File: src/sv/cba_pkg.sv
// ============================================================================
// cba_pkg
// Shared types, codes and helpers of the contiguous block allocator.
// ============================================================================
package cba_pkg;

    localparam int WORD_W  = 32;
    localparam int WORD_SH = 5;

    typedef enum logic [2:0] {
        S_CLEAR,
        S_IDLE,
        S_SCAN,
        S_MARK,
        S_RESP
    } t_state;

    typedef enum logic [0:0] {
        ACT_ALLOC   = 1'b0,
        ACT_RELEASE = 1'b1
    } t_action;

    typedef enum logic [1:0] {
        STATUS_OK       = 2'd0,
        STATUS_NO_SPACE = 2'd1,
        STATUS_RANGE    = 2'd2
    } t_status;

    // Result of one map word checked for the end of a fitting free run
    typedef struct packed {
        logic       hit;
        logic [4:0] bit_pos;
    } t_scan_res;

    // Reset image of one map word: reserved blocks and padding past the end are used
    function automatic logic [WORD_W-1:0] init_word(input int unsigned base,
                                                    input int unsigned reserved,
                                                    input int unsigned count);
        logic [WORD_W-1:0] w;
        w = '0;
        for (int b = 0; b < WORD_W; b++) begin
            w[b] = ((base + b) < reserved) || ((base + b) >= count);
        end
        return w;
    endfunction

endpackage

File: src/sv/cba_ram.sv
// ============================================================================
// cba_ram
// Generic simple dual-port RAM, one write and one registered read port.
// ============================================================================
module cba_ram #(
    parameter int WIDTH = 32,
    parameter int DEPTH = 32,
    localparam int AW   = (DEPTH > 1) ? $clog2(DEPTH) : 1
) (
    input  logic             i_clk,
    input  logic             i_we,
    input  logic [AW-1:0]    i_waddr,
    input  logic [WIDTH-1:0] i_wdata,
    input  logic             i_re,
    input  logic [AW-1:0]    i_raddr,
    output logic [WIDTH-1:0] o_rdata
);

    logic [WIDTH-1:0] r_mem [DEPTH];
    logic [WIDTH-1:0] r_rdata;

    always_ff @(posedge i_clk) begin
        if (i_we) begin
            r_mem[i_waddr] <= i_wdata;
        end
        if (i_re) begin
            r_rdata <= r_mem[i_raddr];
        end
    end

    assign o_rdata = r_rdata;

endmodule

File: src/sv/cba_word_scan.sv
// ============================================================================
// cba_word_scan
// Finds the first bit of a map word at which the free run reaches the length.
// ============================================================================
module cba_word_scan #(
    parameter int CW = 11
) (
    input  logic [cba_pkg::WORD_W-1:0] i_word,
    input  logic [CW-1:0]              i_run,
    input  logic [CW-1:0]              i_len,
    output cba_pkg::t_scan_res         o_res,
    output logic [CW-1:0]              o_run
);

    localparam int N  = cba_pkg::WORD_W;
    localparam int LV = cba_pkg::WORD_SH;

    logic [N-1:0] any_l [LV+1];
    logic [4:0]   idx_l [LV+1][N];
    logic [CW-1:0] run_j [N];
    logic [N-1:0]  hit;
    logic [N-1:0]  first_hit;
    logic [4:0]    pos;

    // Parallel prefix for the position of the last used bit at or below each bit
    always_comb begin
        for (int j = 0; j < N; j++) begin
            any_l[0][j] = i_word[j];
            idx_l[0][j] = 5'(j);
        end
        for (int l = 0; l < LV; l++) begin
            for (int j = 0; j < N; j++) begin
                if (j >= (1 << l) && !any_l[l][j]) begin
                    any_l[l+1][j] = any_l[l][j - (1 << l)];
                    idx_l[l+1][j] = idx_l[l][j - (1 << l)];
                end else begin
                    any_l[l+1][j] = any_l[l][j];
                    idx_l[l+1][j] = idx_l[l][j];
                end
            end
        end
    end

    always_comb begin
        for (int j = 0; j < N; j++) begin
            if (any_l[LV][j]) begin
                run_j[j] = CW'(5'(j) - idx_l[LV][j]);
            end else begin
                run_j[j] = i_run + CW'(j + 1);
            end
            hit[j] = !i_word[j] && (run_j[j] >= i_len);
        end
        first_hit = hit & (~hit + N'(1));
        pos = '0;
        for (int j = 0; j < N; j++) begin
            if (first_hit[j]) begin
                pos = pos | 5'(j);
            end
        end
    end

    assign o_res.hit     = |hit;
    assign o_res.bit_pos = pos;
    assign o_run         = run_j[N-1];

endmodule

File: src/sv/contiguous_block_allocator_top.sv
// ============================================================================
// contiguous_block_allocator_top
// First-fit contiguous allocator over a used/free map of disk blocks.
// ============================================================================
//
//  channel | dir | handshake          | payload
//  --------+-----+--------------------+---------------------------------------
//  s_*     | in  | s_tvalid/s_tready  | tuser: action; tdata: length, first
//  m_*     | out | m_tvalid/m_tready  | tdata: status, start block
//
//  An allocate scans the map one 32-block word per cycle through the RAM
//  read port up to the fitting run, then marks the words the run covers,
//  one word read-modify-written per cycle. A release marks the words the
//  range covers free the same way. Rejected requests go straight to the
//  response. After reset a clearing pass writes the reset image, one word
//  per cycle; no item is taken meanwhile.
//  A finished result sits in the output register; the next item is taken
//  while it waits, and only the next result waits for m_tready.
//
module contiguous_block_allocator_top #(
    parameter int BLOCK_COUNT     = 1024,
    parameter int RESERVED_BLOCKS = 1
) (
    input  logic        i_clk,
    input  logic        i_rst_n,
    input  logic        s_tvalid,
    output logic        s_tready,
    input  logic [23:0] s_tdata,   // [10:0] run_length, [20:11] first_block, [23:21] zero
    input  logic [0:0]  s_tuser,   // [0] action
    output logic        m_tvalid,
    input  logic        m_tready,
    output logic [15:0] m_tdata    // [1:0] status, [11:2] start_block, [15:12] zero
);

    localparam int WORDS = (BLOCK_COUNT + cba_pkg::WORD_W - 1) / cba_pkg::WORD_W;
    localparam int AW    = (WORDS > 1) ? $clog2(WORDS) : 1;
    localparam int XW    = AW + cba_pkg::WORD_SH;        // block index incl. padding
    localparam int BW    = $clog2(BLOCK_COUNT + 1);
    localparam int CW    = (BW > 11) ? BW : 11;          // lengths and run counts
    localparam int SW    = (BW > 12) ? BW : 12;          // release range end
    localparam logic [AW-1:0] LAST_W = AW'(WORDS - 1);

    // request fields
    logic                  in_act;
    logic [10:0]           in_len;
    logic [9:0]            in_first;
    logic                  alloc_bad;
    logic [SW-1:0]         rel_sum;
    logic                  rel_bad;
    logic [XW-1:0]         rel_lo;

    // control state
    cba_pkg::t_state       r_state,  n_state;
    logic [AW-1:0]         r_addr,   n_addr;    // clear pointer / next read in mark
    logic [AW-1:0]         r_cur,    n_cur;     // word whose data is on the read port
    logic [AW-1:0]         r_wa,     n_wa;
    logic                  r_issue,  n_issue;
    logic                  r_pend,   n_pend;
    logic                  r_m_valid;

    // payload
    logic [CW-1:0]         r_len,    n_len;
    logic [CW-1:0]         r_run,    n_run;
    logic [XW-1:0]         r_lo,     n_lo;
    logic [XW-1:0]         r_hi,     n_hi;
    logic                  r_set,    n_set;
    cba_pkg::t_status      r_status, n_status;
    logic [9:0]            r_start,  n_start;
    logic [15:0]           r_m_data;

    // RAM port
    logic                  ram_we, ram_re;
    logic [AW-1:0]         ram_waddr, ram_raddr;
    logic [cba_pkg::WORD_W-1:0] ram_wdata, ram_rdata;

    // scan and mark datapath
    cba_pkg::t_scan_res    scan_res;
    logic [CW-1:0]         scan_run;
    logic [XW-1:0]         end_blk;
    logic [XW-1:0]         head_blk;
    logic [4:0]            wa_lo, wa_hi;
    logic [cba_pkg::WORD_W-1:0] mark_mask;
    logic                  out_load;

    assign in_act    = s_tuser[0];
    assign in_len    = s_tdata[10:0];
    assign in_first  = s_tdata[20:11];
    assign alloc_bad = (in_len == '0) || (CW'(in_len) > CW'(BLOCK_COUNT));
    assign rel_sum   = SW'(in_first) + SW'(in_len);
    assign rel_bad   = rel_sum > SW'(BLOCK_COUNT);
    assign rel_lo    = XW'(in_first);

    cba_ram #(
        .WIDTH (cba_pkg::WORD_W),
        .DEPTH (WORDS)
    ) u_map (
        .i_clk   (i_clk),
        .i_we    (ram_we),
        .i_waddr (ram_waddr),
        .i_wdata (ram_wdata),
        .i_re    (ram_re),
        .i_raddr (ram_raddr),
        .o_rdata (ram_rdata)
    );

    cba_word_scan #(
        .CW (CW)
    ) u_scan (
        .i_word (ram_rdata),
        .i_run  (r_run),
        .i_len  (r_len),
        .o_res  (scan_res),
        .o_run  (scan_run)
    );

    // run ends at the hit bit; head is length-1 blocks below it
    assign end_blk  = {r_cur, scan_res.bit_pos};
    assign head_blk = end_blk - XW'(r_len) + XW'(1);

    // bits of the word being written back that fall inside [r_lo, r_hi]
    assign wa_lo     = (r_wa == r_lo[XW-1:cba_pkg::WORD_SH]) ? r_lo[4:0] : 5'd0;
    assign wa_hi     = (r_wa == r_hi[XW-1:cba_pkg::WORD_SH]) ? r_hi[4:0] : 5'd31;
    assign mark_mask = ({cba_pkg::WORD_W{1'b1}} << wa_lo)
                     & ({cba_pkg::WORD_W{1'b1}} >> (5'd31 - wa_hi));

    assign out_load = (r_state == cba_pkg::S_RESP) && (!r_m_valid || m_tready);

    always_ff @(posedge i_clk) begin
        if (!i_rst_n) begin
            r_state <= cba_pkg::S_CLEAR;
            r_addr  <= '0;
            r_cur   <= '0;
            r_wa    <= '0;
            r_issue <= 1'b0;
            r_pend  <= 1'b0;
        end else begin
            r_state <= n_state;
            r_addr  <= n_addr;
            r_cur   <= n_cur;
            r_wa    <= n_wa;
            r_issue <= n_issue;
            r_pend  <= n_pend;
        end
    end

    always_ff @(posedge i_clk) begin
        r_len    <= n_len;
        r_run    <= n_run;
        r_lo     <= n_lo;
        r_hi     <= n_hi;
        r_set    <= n_set;
        r_status <= n_status;
        r_start  <= n_start;
    end

    // output register
    always_ff @(posedge i_clk) begin
        if (!i_rst_n) begin
            r_m_valid <= 1'b0;
        end else if (out_load) begin
            r_m_valid <= 1'b1;
        end else if (m_tready) begin
            r_m_valid <= 1'b0;
        end
    end

    always_ff @(posedge i_clk) begin
        if (out_load) begin
            r_m_data <= {4'b0000, r_start, r_status};
        end
    end

    assign m_tvalid = r_m_valid;
    assign m_tdata  = r_m_data;
    assign s_tready = (r_state == cba_pkg::S_IDLE);

    // sequencer: clearing pass, first-fit scan, read-modify-write sweep
    always_comb begin
        n_state   = r_state;
        n_addr    = r_addr;
        n_cur     = r_cur;
        n_wa      = r_wa;
        n_issue   = r_issue;
        n_pend    = r_pend;
        n_len     = r_len;
        n_run     = r_run;
        n_lo      = r_lo;
        n_hi      = r_hi;
        n_set     = r_set;
        n_status  = r_status;
        n_start   = r_start;
        ram_we    = 1'b0;
        ram_waddr = r_wa;
        ram_wdata = '0;
        ram_re    = 1'b0;
        ram_raddr = r_addr;

        unique case (r_state)
            cba_pkg::S_CLEAR: begin
                ram_we    = 1'b1;
                ram_waddr = r_addr;
                ram_wdata = cba_pkg::init_word(
                    int'({r_addr, {cba_pkg::WORD_SH{1'b0}}}),
                    RESERVED_BLOCKS, BLOCK_COUNT);
                n_addr    = r_addr + AW'(1);
                if (r_addr == LAST_W) begin
                    n_state = cba_pkg::S_IDLE;
                end
            end

            cba_pkg::S_IDLE: begin
                if (s_tvalid) begin
                    n_start  = '0;
                    n_status = cba_pkg::STATUS_OK;
                    if (in_act == cba_pkg::ACT_ALLOC) begin
                        if (alloc_bad) begin
                            n_status = cba_pkg::STATUS_NO_SPACE;
                            n_state  = cba_pkg::S_RESP;
                        end else begin
                            ram_re    = 1'b1;
                            ram_raddr = '0;
                            n_cur     = '0;
                            n_run     = '0;
                            n_len     = CW'(in_len);
                            n_state   = cba_pkg::S_SCAN;
                        end
                    end else begin
                        if (rel_bad) begin
                            n_status = cba_pkg::STATUS_RANGE;
                            n_state  = cba_pkg::S_RESP;
                        end else if (in_len == '0) begin
                            n_state  = cba_pkg::S_RESP;
                        end else begin
                            n_lo    = rel_lo;
                            n_hi    = XW'(rel_sum - SW'(1));
                            n_set   = 1'b0;
                            n_addr  = rel_lo[XW-1:cba_pkg::WORD_SH];
                            n_issue = 1'b1;
                            n_pend  = 1'b0;
                            n_state = cba_pkg::S_MARK;
                        end
                    end
                end
            end

            cba_pkg::S_SCAN: begin
                // prefetch the next word while this one is checked
                ram_re    = (r_cur != LAST_W);
                ram_raddr = r_cur + AW'(1);
                if (scan_res.hit) begin
                    n_lo     = head_blk;
                    n_hi     = end_blk;
                    n_set    = 1'b1;
                    n_start  = 10'(head_blk);
                    n_addr   = head_blk[XW-1:cba_pkg::WORD_SH];
                    n_issue  = 1'b1;
                    n_pend   = 1'b0;
                    n_state  = cba_pkg::S_MARK;
                end else if (r_cur == LAST_W) begin
                    n_status = cba_pkg::STATUS_NO_SPACE;
                    n_state  = cba_pkg::S_RESP;
                end else begin
                    n_cur = r_cur + AW'(1);
                    n_run = scan_run;
                end
            end

            cba_pkg::S_MARK: begin
                // write back word r_wa while reading word r_addr
                ram_we    = r_pend;
                ram_waddr = r_wa;
                ram_wdata = r_set ? (ram_rdata | mark_mask) : (ram_rdata & ~mark_mask);
                ram_re    = r_issue;
                ram_raddr = r_addr;
                n_pend    = r_issue;
                n_wa      = r_addr;
                if (r_issue) begin
                    if (r_addr == r_hi[XW-1:cba_pkg::WORD_SH]) begin
                        n_issue = 1'b0;
                    end else begin
                        n_addr = r_addr + AW'(1);
                    end
                end else begin
                    n_pend  = 1'b0;
                    n_state = cba_pkg::S_RESP;
                end
            end

            cba_pkg::S_RESP: begin
                if (out_load) begin
                    n_state = cba_pkg::S_IDLE;
                end
            end

            default: begin
                n_state = cba_pkg::S_CLEAR;
                n_addr  = '0;
            end
        endcase
    end

`ifndef SYNTH
    // the map is only written by the clearing pass and the mark sweep
    a_no_write_idle: assert property (@(posedge i_clk) disable iff (!i_rst_n)
        (r_state == cba_pkg::S_IDLE || r_state == cba_pkg::S_RESP) |-> !ram_we)
        else $error("map written outside clear or mark");

    // write-back never strays outside the words of the run being marked
    a_mark_bounds: assert property (@(posedge i_clk) disable iff (!i_rst_n)
        (r_state == cba_pkg::S_MARK && ram_we) |->
        (r_wa >= r_lo[XW-1:cba_pkg::WORD_SH] && r_wa <= r_hi[XW-1:cba_pkg::WORD_SH]))
        else $error("mark write outside range");

    // a result only appears after the response state
    a_result_origin: assert property (@(posedge i_clk) disable iff (!i_rst_n)
        $rose(m_tvalid) |-> $past(r_state) == cba_pkg::S_RESP)
        else $error("result without response state");
`endif

endmodule
File: config.mk
export PLATFORM = sky130hd
export DESIGN_NAME = contiguous_block_allocator_top
export DESIGN_NICKNAME = d
export VERILOG_FILES = /design/src/sv/cba_pkg.sv /design/src/sv/cba_ram.sv /design/src/sv/cba_word_scan.sv /design/src/sv/contiguous_block_allocator_top.sv
export SDC_FILE = /design/constraint.sdc
export NUM_CORES = 2
export LEC_CHECK = 0
export BUFFER_PORTS_ARGS = -buffer_cell sky130_fd_sc_hd__buf_2
export CAP_MARGIN = 0
export CORE_MARGIN = 4
export CORE_UTILIZATION = 60
export DETAILED_ROUTE_END_ITERATION = 8
export GPL_TIMING_DRIVEN = 0
export PLACE_DENSITY = 0.73
export SLEW_MARGIN = 5
export SYNTH_ARGS = -nofsm -noshare
export SYNTH_HDL_FRONTEND = slang
export SYNTH_SLANG_ARGS = --single-unit
File: constraint.sdc
create_clock -name i_clk -period 8 [get_ports i_clk]
set_input_delay 0.8 -clock i_clk [delete_from_list [all_inputs] [get_ports i_clk]]
set_output_delay 0.8 -clock i_clk [all_outputs]
set_load 0.02 [all_outputs]
==> flow_summary.toml <==
[outcome]
run_status = "complete, no violations"

[worst_setup_path]
critical_path.n_buffers_inverters = 3
critical_path_peak_fanout = 8
worst_setup_path_end_kind = "register"
critPathMaxStageDelay_ns = 0.70
r2r.worst_path.cells = 32
critical_path_depth = 32
timing_worst_setup_path_type = "reg -> reg"
cp_top_family = "compound AO/OA/AOI/OAI gates"
worst_setup_path_start_kind = "register"
crit_path_arrival_time_ns = 8.36
cp_slowest_cell = "edfxtp_1"
worst-endpoint-required_ns = 8.47

[place]
place.detailed.instances = 7515
dp_hpwl_um = 172000
io_buffer_count = 39
place_area_um2 = 67100
gpl.final_weighted_congestion = 1.15

[clock_tree]
cts-htree-levels = 3
cts_made_buffers = 111
tritoncts_num_sinks = 1144
cts_max_path_buffers = 3
root_buffer = "clkbuf_16"
cts.hold.buffers_added = 0
clock_tree_from_tritoncts = "done"
insertion_delay_ns = 0.75
clk_pin_slew_ns = 0.06

[logic_synthesis]
ys_types = 95
synth-seq-cells = 1144
number_of_flops_mapped_to_enable_cells_by_yosys = 1123
netlist_instances = 6017
synth.yosys.seq_area_share_pct = 54.2
postSynth.asyncResetShare_pct = 0
dominantRegCellSynth = "edfxtp_1"
synth.avg_cell_area_um2 = 10.5
synthesis.yosys.warnings = 0
synthesis.area_um2 = 63000

[timing]
min_period_ns = 7.89
post-route-period-util_pct = 98.6
totalNegativeSetupSlack_ns = 0
maxClockFrequency_ghz = 0.127
finClkSkew_ns = 0.0476
timing_hold_violations_final = 0
timing_worst_slew_pin_value_ns = 1.43
finalMaxSlewViolations = 0
slew-limit-headroom_pct = 4.62
timing.final.setup_violations = 0

[floorplan]
num_io_pins = 47
die_h_um = 332
fp-row-count = 118
initial_utilization_pct = 60.6
die_w_um = 332
core_area_um2 = 104000
die-area_um2 = 110000

[route]
drt_iter0_drc = 6997
remaining_drc_errors = 0
detail_route.wirelength_um = 236000
avgViaCountPerCell = 6.75
dr.pass1.iters = 7
ant_nets = 0
route.detailed.wl_per_inst_um = 30.3
route.vias.total = 52500

[grt]
number_of_global_route_vias_before_repair = 49600
grt_antenna_before_repair = 7
grt_remaining_overflow = 0
grtUsageTotal_pct = 41.9
grt_first_pass_wirelength_um = 340000
maximum_number_of_pins_on_one_net_before_global_route_repair = 33

[finish]
layout_common_cells = "nand2_1, edfxtp_1, a21oi_1, ha_1, nor2_1"
count_of_non_filler_cells_in_the_finished_layout = 7776
area.sequential_um2 = 34100
area_delta_synth_final_pct = 13.8
fin_area_um2 = 71700
layout.core_utilization_pct = 69.0
finish.net_count = 6758
final.fill_count = 7749
multiInputGateArea_um2 = 28100
layout.cells.most_common = "nand2_1"
final_layout_size_suffix_gt1_share_pct = 10.9

[pwr]
power_per_cell_area_nw_per_um2 = 176
reported_leakage_power_nw = 25.4
p_total_mw = 12.6
irDropWorstVdd_mv = 0.223

[flow_run]
max_cap_violations = 0

[hold_path]
min-delay-path-class = "in -> reg"
timing.hold.worst_path_depth = 1
layer usage:
layer / routed length (µm) / global-route usage, % / up-vias
met2: 101000 / 62.1 / 3863
met4: 22600 / 31.6 / 0
met3: 28600 / 10.6 / 940
li1: - / - / 22700
met5: 0 / 0 / -
met1: 83700 / 53.2 / 25000
where the power goes:
part	internal, mW	switching (mW)
registers	6.60	0.0206
logic	0.266	0.713
clock network	2.68	2.32
state kept, by name (all words and copies together) (netlist names), 5 cells and up:
| name | count |
|---|---|
| u_map.o_rdata | 32 |
| r_addr | 5 |
| r_len | 11 |
| r_start | 10 |
| r_run | 11 |
| r_cur | 5 |
| r_wa | 5 |
| u_map.r_mem | 1024 |
| r_hi | 10 |
| r_lo | 10 |
| m_tdata | 12 |
final timing paths:
| check | from | endpoint | slack [ns] |
|---|---|---|---|
| setup / recovery | r_run[0] | r_lo[9] | 0.11 |
| hold / removal | s_tdata[4] | r_len[4] | 0.29 |
| setup reg to reg | r_run[0] | r_lo[9] | 0.11 |
| hold reg to reg | r_start[9] | m_tdata[11] | 0.42 |
through the flow:
step           hold WS (ns)  worst slack, ns
2_1_floorplan         0.400            0.915
3_3_place_gp          0.402            -2.73
3_5_place_dp          0.407            -2.65
4_1_cts               0.267          0.00346
5_1_grt               0.275           -0.184
6_report              0.289            0.113
cells in the mapped netlist (68+ instances only):
library cell | number | area share [%]
nor2_1 | 471 | 2.8
inv_1 | 91 | 0.54
clkbuf_1 | 224 | 1.3
a32oi_1 | 68 | 0.95
nand3_1 | 201 | 1.6
o21ai_0 | 209 | 1.7
and3_1 | 79 | 0.78
nand2_1 | 1136 | 6.8
xnor2_1 | 143 | 2.0
edfxtp_1 | 1123 | 54
a21oi_1 | 563 | 4.5
xor2_1 | 103 | 1.4
buf_2 | 86 | 0.68
ha_1 | 429 | 8.5
a21o_1 | 124 | 1.5
a31oi_1 | 172 | 1.7
final cells by class:
cell class              count  area share [%]
flip-flops and latches   1144            47.6
multi-input cells        4423            39.2
clock buffers             138            4.04
repair buffers            172            3.21
well taps                1380            2.41
plain buffers             351            2.21
clock inverters            67           0.747
inverters                  95           0.504
diodes                      6          0.0209
timing repair:
item,CTS,global route
buffers inserted,33,24
endpoints found under the setup margin,84,15
gates resized for setup,111,90
pin swaps,13,19
cell families after synthesis:
group	count (synthesis)	share of synthesized area, %
other cells	1	0.00595
xor+xnor	246	3.42
compound gates	1416	13.9
fa+ha+maj	431	8.58
buf+inv	453	3.00
flops	1144	54.2
simple gates	2273	16.0
mux	53	0.862
worst reg2reg max path: cells and delay by family, from the launching register on:
kind	cells	cell delay, ns
AOI/OAI and AO/OA	12	2.29
xor gates and xnor gates	2	0.59
buffers and inverters	3	0.72
and+or+nand+nor	10	1.67
DFF	1	0.70
adders and majority gates	5	1.69
No activity file was read; power rests on OpenSTA's default activity.
